## src/csme_pkg.sv

```systemverilog
// Shared types and constants for the control-surface MIDI event encoder.
// No dependencies; every other file imports this package.
package csme_pkg;

  // Input opcodes.
  localparam logic [2:0] OP_ENC_DOWN = 3'd0;
  localparam logic [2:0] OP_ENC_UP   = 3'd1;
  localparam logic [2:0] OP_SW_FALL  = 3'd2;
  localparam logic [2:0] OP_SW_RISE  = 3'd3;
  localparam logic [2:0] OP_TICK     = 3'd4;

  // MIDI status bytes.
  localparam logic [7:0] MIDI_NOTE_ON  = 8'h90;
  localparam logic [7:0] MIDI_CC       = 8'hB0;
  localparam logic [7:0] MIDI_NOTE_OFF = 8'h80;

  localparam logic [6:0] VEL_FULL      = 7'd127;
  localparam logic [6:0] VEL_ZERO      = 7'd0;
  localparam logic [6:0] CC_BASE       = 7'd102;
  localparam logic [6:0] SW_NOTE_BASE  = 7'd10;
  localparam logic [7:0] LOCKOUT_RESET = 8'd10;

  // Tracked switch states.
  localparam logic [1:0] ST_UNKNOWN  = 2'd0;
  localparam logic [1:0] ST_PRESSED  = 2'd1;
  localparam logic [1:0] ST_RELEASED = 2'd2;

  typedef struct packed {
    logic [2:0] opcode;
    logic [2:0] index;
  } in_item_t;

  typedef struct packed {
    logic [7:0] status_byte;
    logic [6:0] data_one;
    logic [6:0] data_two;
    logic       last;
  } out_msg_t;

  // Messages caused by one input item, element 0 delivered first.
  typedef struct packed {
    logic [1:0]         count;
    out_msg_t [2:0]     msgs;
  } batch_t;

endpackage

```

## src/csme_core.sv

```systemverilog
// Event state (encoder values, switch states, lockout) and message generation.
// Depends on csme_pkg.
module csme_core import csme_pkg::*; #(
  parameter int NUM_ENCODERS = 5,
  parameter int NUM_SWITCHES = 8
) (
  input  logic     clk,
  input  logic     rst,
  input  logic     cfg_we,
  input  logic [7:0] cfg_wdata,
  input  in_item_t item,
  input  logic     fire,
  output batch_t   batch
);

  localparam int EW = (NUM_ENCODERS > 1) ? $clog2(NUM_ENCODERS) : 1;
  localparam int SW = (NUM_SWITCHES > 1) ? $clog2(NUM_SWITCHES) : 1;
  localparam logic [3:0] NUM_ENC_W = 4'(NUM_ENCODERS);
  localparam logic [3:0] NUM_SW_W  = 4'(NUM_SWITCHES);

  logic [6:0] enc_value [NUM_ENCODERS];
  logic [1:0] sw_state  [NUM_SWITCHES];
  logic       lock_active;
  logic [7:0] lock_remaining;
  logic [7:0] lockout_ticks;

  logic [EW-1:0] eidx;
  logic [SW-1:0] sidx;
  logic       is_enc, is_sw, is_tick, enc_ok, sw_ok, sw_take;
  logic [6:0] v_new, enc_note, sw_note;
  logic [1:0] st_cur, st_new;
  logic [7:0] rem_dec;

  assign eidx    = item.index[EW-1:0];
  assign sidx    = item.index[SW-1:0];
  assign is_enc  = (item.opcode == OP_ENC_DOWN) || (item.opcode == OP_ENC_UP);
  assign is_sw   = (item.opcode == OP_SW_FALL) || (item.opcode == OP_SW_RISE);
  assign is_tick = (item.opcode == OP_TICK);
  assign enc_ok  = is_enc && ({1'b0, item.index} < NUM_ENC_W);
  assign sw_ok   = is_sw && ({1'b0, item.index} < NUM_SW_W) && !lock_active;

  // A 7-bit add or subtract wraps between 0 and 127 by itself.
  assign v_new    = item.opcode[0] ? enc_value[eidx] + 7'd1 : enc_value[eidx] - 7'd1;
  assign enc_note = {3'd0, item.index, item.opcode[0]};
  assign sw_note  = SW_NOTE_BASE + {4'd0, item.index};
  assign st_cur   = sw_state[sidx];
  assign rem_dec  = (lock_remaining != 8'd0) ? lock_remaining - 8'd1 : 8'd0;

  always_comb begin
    sw_take = 1'b0;
    st_new  = st_cur;
    if (item.opcode == OP_SW_FALL) begin
      sw_take = (st_cur == ST_UNKNOWN) || (st_cur == ST_RELEASED);
      st_new  = ST_PRESSED;
    end else begin
      sw_take = (st_cur == ST_PRESSED);
      st_new  = ST_RELEASED;
    end
  end

  always_comb begin
    batch = '0;
    if (enc_ok) begin
      batch.count   = 2'd3;
      batch.msgs[0] = '{MIDI_NOTE_ON, enc_note, VEL_FULL, 1'b0};
      batch.msgs[1] = '{MIDI_CC, CC_BASE + {4'd0, item.index}, v_new, 1'b0};
      batch.msgs[2] = '{MIDI_NOTE_OFF, enc_note, VEL_ZERO, 1'b1};
    end else if (sw_ok && sw_take) begin
      batch.count = 2'd1;
      if (item.opcode == OP_SW_FALL) begin
        batch.msgs[0] = '{MIDI_NOTE_ON, sw_note, VEL_FULL, 1'b1};
      end else begin
        batch.msgs[0] = '{MIDI_NOTE_OFF, sw_note, VEL_ZERO, 1'b1};
      end
    end
  end

  always_ff @(posedge clk) begin
    if (rst) begin
      for (int i = 0; i < NUM_ENCODERS; i++) enc_value[i] <= 7'd0;
      for (int i = 0; i < NUM_SWITCHES; i++) sw_state[i] <= ST_UNKNOWN;
      lock_active    <= 1'b0;
      lock_remaining <= 8'd0;
      lockout_ticks  <= LOCKOUT_RESET;
    end else begin
      if (cfg_we) begin
        lockout_ticks <= cfg_wdata;
      end
      if (fire) begin
        if (enc_ok) begin
          enc_value[eidx] <= v_new;
        end
        // A rejected edge while unlocked still restarts the counter.
        if (sw_ok) begin
          lock_remaining <= lockout_ticks;
          if (sw_take) begin
            lock_active    <= 1'b1;
            sw_state[sidx] <= st_new;
          end
        end
        if (is_tick) begin
          lock_remaining <= rem_dec;
          if (rem_dec == 8'd0) begin
            lock_active <= 1'b0;
          end
        end
      end
    end
  end

endmodule

```

## src/csme_outq.sv

```systemverilog
// Result queue: holds the messages of one item and hands them out one beat each.
// Depends on csme_pkg.
module csme_outq import csme_pkg::*; (
  input  logic     clk,
  input  logic     rst,
  input  logic     load,
  input  batch_t   batch,
  input  logic     out_stall,
  output logic     out_valid,
  output out_msg_t out_data,
  output logic     pop,
  output logic [1:0] count
);

  out_msg_t [2:0] slots;
  logic [1:0]     cnt;

  assign count     = cnt;
  assign out_valid = (cnt != 2'd0);
  assign out_data  = slots[0];
  assign pop       = out_valid && !out_stall;

  always_ff @(posedge clk) begin
    if (rst) begin
      cnt <= 2'd0;
    end else if (load) begin
      cnt <= batch.count;
    end else if (pop) begin
      cnt <= cnt - 2'd1;
    end
  end

  // A load only happens when the queue is empty or its final beat leaves now.
  always_ff @(posedge clk) begin
    if (load) begin
      slots <= batch.msgs;
    end else if (pop) begin
      slots[0] <= slots[1];
      slots[1] <= slots[2];
    end
  end

endmodule

```

## src/control_surface_midi_event_encoder.sv

```systemverilog
// Control-surface event encoder: encoder steps and switch edges to MIDI messages.
// The input item is registered, then its results are loaded into the result queue.
// An encoder step yields three beats, a switch edge at most one, ticks and ignored items none;
// the queue sends one beat per cycle unless out_stall is high, and an item with results waits.
// Reset (synchronous): encoder values 0, switches unknown, unlocked, lockout 10.
// Depends on csme_pkg, csme_core and csme_outq.
module control_surface_midi_event_encoder import csme_pkg::*; #(
  parameter int NUM_ENCODERS = 5,
  parameter int NUM_SWITCHES = 8
) (
  input  logic       clk,
  input  logic       rst,
  input  logic       in_valid,
  output logic       in_stall,
  input  in_item_t   in_data,
  output logic       out_valid,
  input  logic       out_stall,
  output out_msg_t   out_data,
  input  logic       cfg_we,
  input  logic [7:0] cfg_wdata
);

  in_item_t   item;
  logic       item_valid;
  logic       fire;
  logic       pop;
  logic [1:0] q_count;
  batch_t     batch;

  // An item with results may only proceed once the queue can take them all.
  assign fire = item_valid &&
                ((batch.count == 2'd0) || (q_count == 2'd0) ||
                 ((q_count == 2'd1) && pop));
  assign in_stall = item_valid && !fire;

  always_ff @(posedge clk) begin
    if (rst) begin
      item_valid <= 1'b0;
    end else if (in_valid && !in_stall) begin
      item_valid <= 1'b1;
    end else if (fire) begin
      item_valid <= 1'b0;
    end
  end

  always_ff @(posedge clk) begin
    if (in_valid && !in_stall) begin
      item <= in_data;
    end
  end

  csme_core #(
    .NUM_ENCODERS(NUM_ENCODERS),
    .NUM_SWITCHES(NUM_SWITCHES)
  ) u_core (
    .clk      (clk),
    .rst      (rst),
    .cfg_we   (cfg_we),
    .cfg_wdata(cfg_wdata),
    .item     (item),
    .fire     (fire),
    .batch    (batch)
  );

  csme_outq u_outq (
    .clk      (clk),
    .rst      (rst),
    .load     (fire && (batch.count != 2'd0)),
    .batch    (batch),
    .out_stall(out_stall),
    .out_valid(out_valid),
    .out_data (out_data),
    .pop      (pop),
    .count    (q_count)
  );

endmodule
```

## config.mk

```make
export PLATFORM = sky130hd
export DESIGN_NAME = control_surface_midi_event_encoder
export DESIGN_NICKNAME = d
export VERILOG_FILES = /design/src/csme_pkg.sv /design/src/csme_core.sv /design/src/csme_outq.sv /design/src/control_surface_midi_event_encoder.sv
export SDC_FILE = /design/constraint.sdc
export NUM_CORES = 1
export LEC_CHECK = 0
export ABC_CLOCK_PERIOD_IN_PS = 4750
export BUFFER_PORTS_ARGS = -buffer_cell sky130_fd_sc_hd__buf_2
export CORE_ASPECT_RATIO = 1.5
export CORE_MARGIN = 4
export CORE_UTILIZATION = 40
export DETAILED_ROUTE_END_ITERATION = 8
export PLACE_DENSITY_LB_ADDON = 0.15
export SETUP_SLACK_MARGIN = 0.3
export SYNTH_ARGS = -nofsm -noshare
export SYNTH_HDL_FRONTEND = slang
export SYNTH_SLANG_ARGS = --single-unit
```

## constraint.sdc

```tcl
create_clock -name clk -period 4.75 [get_ports clk]
set_input_delay 0 -clock clk [delete_from_list [all_inputs] [get_ports clk]]
set_output_delay 0 -clock clk [all_outputs]
set_load 0.01 [all_outputs]
```

# After elaboration in Yosys (flattened, before gate mapping)

Memories as Yosys holds them, arrays and structs flattened. A register that Yosys moved wholly into a read port is not among the register bits.
Cells that the tools add are included.

Register bits: 95
RAM bits: 51
Input port bits: 19
Output and inout port bits: 25
Word-level logic and storage cells: 109
Memories: 2

$add $sub $neg: 6
$lt $le $gt $ge: 1
Equal/unequal tests: 7
Multiplexer cells: 41
Reductions and logical operators: 32

Memories:

| name             | words | width | read ports | clocked after Yosys merged registers in | write ports | line            | text |
|---|---|---|---|---|---|---|---|
| u_core.enc_value | 5     | 7     | 1          | 1                                       | 5           | csme_core.sv:21 | `logic [6:0] enc_value [NUM_ENCODERS];` |
| u_core.sw_state  | 8     | 2     | 1          | 1                                       | 8           | csme_core.sv:22 | `logic [1:0] sw_state [NUM_SWITCHES];` |

Operator list:

| kind                                                 | number |
|---|---|
| two-way mux 46 bit                                   | 3 |
| two-way mux 23 bit                                   | 2 |
| two-way mux 8 bit                                    | 3 |
| two-way mux 1 bit                                    | 21 |
| two-way mux 20 bit                                   | 1 |
| two-way mux 7 bit                                    | 2 |
| two-way mux 3 bit                                    | 4 |
| two-way mux 2 bit                                    | 5 |
| nonzero test 2 bit                                   | 5 |
| logical AND 1 bit                                    | 9 |
| logical NOT 8 bit                                    | 1 |
| nonzero test 8 bit                                   | 1 |
| subtractor 8 x 1 -> 8 bit (second input constant)    | 1 |
| adder 6 x 4 -> 7 bit (first input constant)          | 1 |
| adder 7 x 1 -> 7 bit (second input constant)         | 1 |
| OR reduction 7 bit                                   | 1 |
| subtractor 7 x 1 -> 7 bit (second input constant)    | 1 |
| equality test 3 x 2 -> 1 bit (second input constant) | 2 |
| logical NOT 2 bit                                    | 3 |
| adder 4 x 3 -> 5 bit (first input constant)          | 1 |
| logical OR 1 bit                                     | 5 |
| equality test 2 x 1 -> 1 bit (second input constant) | 2 |
| logical NOT 1 bit                                    | 4 |
| equality test 3 x 1 -> 1 bit (second input constant) | 1 |
| other kinds (7)                                      | 7 |

# Depth between registers and ports, before layout

Gate-level depths: netlist of run 1.

Depth after elaboration: 15
Gate-level depth with buffers: 11
Gate-level depth less buffers: 9

# Cells and area by module

From an unflattened synthesis of run 1, not the netlist that was laid out.

Cell total of the unflattened synthesis: 628
Area total of the unflattened synthesis: 8189.1 um^2

Modules (own cells, without submodules):

| module                             | times used | cells each | area each (um^2) | sequential area each (um^2) |
|---|---|---|---|---|
| csme_core                          | 1          | 449        | 4986.0           | 2502.4 |
| csme_outq                          | 1          | 161        | 2931.6           | 2112.0 |
| control_surface_midi_event_encoder | 1          | 18         | 271.5            | 200.2 |

# Least setup slack after synthesis of run 1

No wires, ideal clock.

Path kind: flip-flop to flip-flop
Start point: register with a tool-made name
End point: memory u_core.enc_value[5][6] (data pin)
Library setup time: 279 ps
Data arrival time: 3395 ps
Required time: 4471 ps
Slack: 1077 ps
Stages on the path, launching flop included: 12
Path buffers: 2
Clock period less this slack: 3673 ps
Path through: dfxtp_1 -> clkbuf_1 -> buf_1 -> mux4_2 -> mux2_2 -> fa_1 -> a21o_1 -> a21oi_1 -> o21bai_1 -> a21oi_1 -> xnor2_1 -> inv_1

RTL lines:

| what             | line |
|---|---|
| end: declaration | csme_core.sv:21 |

==> impl_metrics.toml, run 1 <==
[setup_path]
critPathTopFamily = "flip-flops"
endpoint_kind = "register"
crit_chain = "buf_4, mux4_2, fa_1, a21o_1, a21oi_1, o21bai_1, a21oi_1, xnor2_1, inv_1"
cp-start-kind = "register"
slowest_delay_ns = 0.87
cp.arrival_ns = 3.80
path_common_cell = "a21oi_1"
critPathSlowestCell = "dfxtp_1"
cp_num_cells = 9
cp.buffers_inverters = 2
r2r_cells = 9
required_ns = 4.87
cp_max_fo = 16
critPathKind = "register to register"

[yosys]
yosysUniqueCellTypes = 60
async_flop_share_pct = 0
netlist_instances = 525
synth_flop_cell = "edfxtp_1"
yosysSeqAreaShare_pct = 59.8
ys_warn_count = 0
ys_ff_latch = 136
avgSynthCellArea_um2 = 12.3
syn_area_um2 = 6450
synth_edf_count = 113

[clock_tree]
cts_max_path_buffers = 2
cts-resized-gates = 0
ctsRootBufferMaster = "clkbuf_16"
cts_buffers = 17
clock_latency_ns = 0.41
clock_sink_count = 136
post_cts_buffers = 0
path_clk_slew_ns = 0.06
cts_tree = "done"
cts-htree-levels = 4

[final_layout]
layout-drive-gt1-share_pct = 17.6
antenna_cells = 0
layout_commonest_cell = "edfxtp_1"
layout.cells.most_common_list = "edfxtp_1, nor2_1, nand2_1, buf_2, conb_1"
nets = 622
fin_area_um2 = 7620
fin_cells = 804
area_growth_pct = 18.2

[placement]
routabilityCongestion = 0.845
place_inst = 755
place_hpwl_mm = 9.78
dpl_cell_area_um2 = 6780
portBuffers = 38
dp_slack_ns = 1.00

[power]
ir_worst_vdd_mv = 0.197
p_leak_nw = 3.03
total_power_mw = 3.58
p_per_area_nw_per_um2 = 470

[routing]
drt_iter0_drc = 250
num_vias = 4118
drc_errors = 0
antenna_left = 0
drt-pass1-iter-count = 5
via_per_inst = 5.12
drt-wirelength-per-cell_um = 17.1
totalWireLength_mm = 13.8

[floorplan]
ios = 44
die-area_um2 = 18300
die_h_um = 163
dieWidth_um = 112
initial_core_util_pct = 40.9
row_count = 56
core-area_um2 = 15800

[timing]
max_freq_mhz = 272
maxSlewViolCount = 0
setup_ws_ns = 1.08
worst_pin_slew_ns = 0.936
slew_headroom_pct = 37.5
rsz0062_at_grt = "false"
hold_violations = 0
clock_skew_ns = 0.0132
period_share_pct = 77.3
finalSetupTns_ns = 0
setup_viol = 0
period_minus_slack_ns = 3.67

[grt]
grt-ovfl-total = 0
use_met2_pct = 30.6
gr-usage-met1_pct = 17.0
grt_max_degree = 31
top_usage_layer = "met2"
grt_usage_pct = 15.9
grt_pass1_wl_mm = 22.6
grt_util_met3_pct = 3.34
grt_pass1_vias = 4358
antenna_found_initial = 0

[outcome]
outcome = "complete, no violations"

[worst_hold_path]
hold_depth = 3
hp-class = "input pin to register"

[job]
maxCapViolCount = 0
## tightest hold or removal path, cell delays in order
cell	delay, ns
buf_2	0.19
mux2i_1	0.15
nand2_1	0.05
## metrics by stage
stage	hold slack, ns	utilization [%]
2_1_floorplan	0.0989	-
5_1_grt	0.00257	48.3
3_3_place_gp	0.177	43.0
4_1_cts	0.00140	48.3
6_report	0.00734	48.3
3_5_place_dp	0.178	43.0
## Yosys cell counts, types with 15 or more instances
cell type | n | area, µm²
a21oi_1 | 18 | 90.1
buf_4 | 23 | 173
clkbuf_1 | 16 | 60.1
dfxtp_1 | 23 | 460
edfxtp_1 | 113 | 3390
inv_1 | 23 | 86.3
mux2i_1 | 16 | 160
nand2_1 | 38 | 143
nand3_1 | 19 | 95.1
nor2_1 | 80 | 300
o21ai_0 | 15 | 75.1
## cell type report
type | instances | area [µm²]
Fill cell | 1444 | 8140
Sequential cell | 136 | 3850
Multi-Input combinational cell | 347 | 2340
Clock buffer | 18 | 429
Timing Repair Buffer | 62 | 413
Tap cell | 203 | 254
Clock inverter | 14 | 246
Inverter | 24 | 90.1
## routing by layer
layer / share of wire [%] / wire, µm
met4: 1.6 / 225
met5: 0 / 0
met1: 38 / 5250
met3: 2.9 / 396
met2: 57 / 7900
## path summary, 6_finish.rpt
kind                            from  slack, ns                       to
max                         register       1.08   u_core.enc_value[5][6]
min                           cfg_we      0.007  u_core.lockout_ticks[1]
max reg2reg                 register       1.08   u_core.enc_value[5][6]
min reg2reg  u_core.lockout_ticks[1]       0.49  u_core.lockout_ticks[1]
## logic make-up (layout without fill, tap and decap cells)
group                    count (synthesis)  count (layout)  share of synthesized area (%)
AND/OR/NAND/NOR                        170             170                           11.7
flip-flops                             136             136                           59.8
AO/OA/AOI/OAI                           83              83                           8.93
buffers and inverters                   67             118                           5.49
multiplexers                            44              44                           9.70
adder cells (fa/ha/maj)                 15              15                           3.03
XOR/XNOR                                 9               9                           1.34
other                                    1              26                         0.0582
## report_power, final
part	switching (mW)	internal, mW	leakage [nW]
Sequential	0.0606	1.48	1.31
Combinational	0.334	0.212	1.40
Clock	0.502	0.992	0.329
## timing repair
item,4_1_cts,5_1_grt
endpoints found under the setup margin,0,0
hold endpoints to repair,19,0
hold buffers,17,0
## flip-flops by register name, indices dropped and copies added (netlist names), named ones only
register / cells
item: 6
u_core.lock_active: 1
item_valid: 1
u_core.lock_remaining: 8
u_core.sw_state: 16
u_core.lockout_ticks: 8
u_outq.slots: 19
u_outq.out_data: 16
u_outq.count: 2
u_core.enc_value: 56
No activity file was read; power rests on OpenSTA's default activity.
==> run 2: changes to the inputs <==
ABC_CLOCK_PERIOD_IN_PS = 3800   (was 4750)
clock period = 3.8 ns   (was 4.75 ns; I/O delays follow)
==> impl_metrics.toml, run 2 (same netlist as run 1, synthesis figures left out) <==
[power]
swShare_pct = 27.3
combPwrFrac_pct = 17.4
p_switching_mw = 1.17
total_power_mw = 4.30
power_frac_seq_pct = 45.0
p_leak_nw = 3.03
p_per_area_nw_per_um2 = 564
ir_worst_vdd_mv = 0.334
clock_power_share_pct = 37.6
internal-power_mw = 3.13

[final_layout]
nets = 632
final.fill_count = 1442
layout-drive-gt1-share_pct = 19.1
fin_cells = 814
regMostFlops = "u_core.enc_value"
antenna_cells = 0
seqCellArea_um2 = 3860
layout.cells.most_common_list = "edfxtp_1, nor2_1, nand2_1, buf_2, conb_1"
largest_register_ffs = 56
area_growth_pct = 18.1
fin_util_pct = 48.3
top_regs = "u_core.enc_value: 56 flops, u_outq.slots: 19 flops"
multiInputGateArea_um2 = 2340
layout_commonest_cell = "edfxtp_1"

[clock_tree]
clock_latency_ns = 0.42
cts_tree = "done"
path_clk_slew_ns = 0.06
cts_buffers = 17
cts_max_path_buffers = 2
ctsRootBufferMaster = "clkbuf_16"
cts-htree-levels = 4
clock_sink_count = 136

[setup_path]
path_common_cell = "a21oi_1"
critPathTopFamily = "multiplexers"
endpoint = "u_core.enc_value[5][6]"
slowest_delay_ns = 0.59
cp-start-kind = "register"
rrSetupSlack_ns = 0.49
r2r_cells = 9
r2r_end = "u_core.enc_value[5][6]"
cp_num_cells = 9
critPathSlowestCell = "mux4_2"
cp.buffers_inverters = 1
endpoint_kind = "register"
crit_chain = "mux2_1, mux4_2, fa_1, a21o_1, a21oi_1, o21bai_1, a21oi_1, xnor2_1, inv_1"
cp.arrival_ns = 3.43
critPathKind = "register to register"
cp_max_fo = 10
required_ns = 3.92

[routing]
met1_length_mm = 5.55
antenna_left = 0
totalWireLength_mm = 14.6
drt-wirelength-per-cell_um = 17.9
via_per_inst = 5.18
drc_errors = 0
met3_length_um = 406
met2WireLength_mm = 8.19
top_layer = "met4"
num_vias = 4215
drt_iter0_drc = 189
drt-pass1-iter-count = 4

[floorplan]
ios = 44
die-area_um2 = 18300
die_h_um = 163
initial_core_util_pct = 40.9
dieWidth_um = 112
row_count = 56
core-area_um2 = 15800

[grt]
grt_pass1_vias = 4524
grt_usage_pct = 16.7
grt_max_degree = 31
grt-ovfl-total = 0
antenna_found_initial = 0
grt_pass1_wl_mm = 23.4

[timing]
finalSetupTns_ns = 0
period_minus_slack_ns = 3.31
period_share_pct = 87.1
worst_pin_slew_ns = 0.689
maxSlewViolCount = 0
setup_viol = 0
slew_headroom_pct = 52.9
clock_skew_ns = 0.0105
max_freq_mhz = 302
hold_violations = 0
rsz0062_at_grt = "false"

[placement]
place_inst = 765
portBuffers = 38
routabilityCongestion = 0.871
place_hpwl_mm = 10.4

[job]
maxCapViolCount = 0

[worst_hold_path]
hp-class = "input pin to register"

[outcome]
outcome = "complete, no violations"
-- run 2: cell count changes in the layout (fill, tap and decap cells not counted), sizes merged --
cell      change
buf          +10
bufinv        -4
clkbuf        +1
clkinv        +1
clkinvlp      +2
-- run 2: area by class of cell --
| class | count | share of cell area [%] |
|---|---|---|
| clock inverters | 13 | 1.92 |
| multi-input cells | 347 | 30.7 |
| well taps | 203 | 3.33 |
| repair buffers | 72 | 6.57 |
| inverters | 24 | 1.18 |
| flip-flops and latches | 136 | 50.6 |
| clock buffers | 19 | 5.68 |
-- run 2: what timing repair did --
| action | 4_1_cts | 5_1_grt |
|---|---|---|
| hold endpoints to repair | 19 | 0 |
| gates resized for setup | 0 | 2 |
| setup buffers | 0 | 0 |
| endpoints found under the setup margin | 0 | 18 |
| hold buffers | 17 | 0 |
-- run 2: worst min path at each step --
stage,start,endpoint,slack (ns),cells past startpoint
4_1_cts,cfg_we,u_core.lockout_ticks[3],0.004,3
3_5_place_dp,in_data[4],item[4],0.18,1
5_1_grt,cfg_we,u_core.lockout_ticks[3],0.02,3
3_3_place_gp,in_data[3],item[3],0.18,1
2_1_floorplan,in_data[0],item[0],0.1,0
6_report,cfg_we,u_core.lockout_ticks[3],0.01,3
-- run 2: layer usage --
metal,GRT usage [%],up-vias
met5,0,-
met4,7.97,0
met3,3.11,30
met2,31.5,92
met1,17.9,2077
li1,-,2016
-- run 2: through the flow --
| stage | cell area [µm²] | hold WS [ns] | worst slack, ns |
|---|---|---|---|
| 2_1_floorplan | 6540 | 0.0989 | 0.316 |
| 3_3_place_gp | 6860 | 0.176 | 0.457 |
| 3_5_place_dp | 6860 | 0.178 | 0.393 |
| 4_1_cts | 7610 | 0.00354 | 0.387 |
| 5_1_grt | 7620 | 0.0229 | 0.301 |
| 6_report | 7620 | 0.0124 | 0.491 |
-- run 2: tightest hold or removal path, delay by kind of cell --
family	cells	cell delay [ns]
buffers and inverters	1	0.19
muxes	1	0.14
and+or+nand+nor	1	0.06
-- run 2: power by group through the flow --
stage / registers (mW) / logic, mW / clock network [mW]
floorplan: 1.92 / 0.543 / 0
global placement: 1.96 / 0.716 / 0
detailed placement: 1.97 / 0.739 / 0
CTS: 1.94 / 0.756 / 1.64
global route: 1.95 / 0.822 / 1.72
finish: 1.93 / 0.747 / 1.62
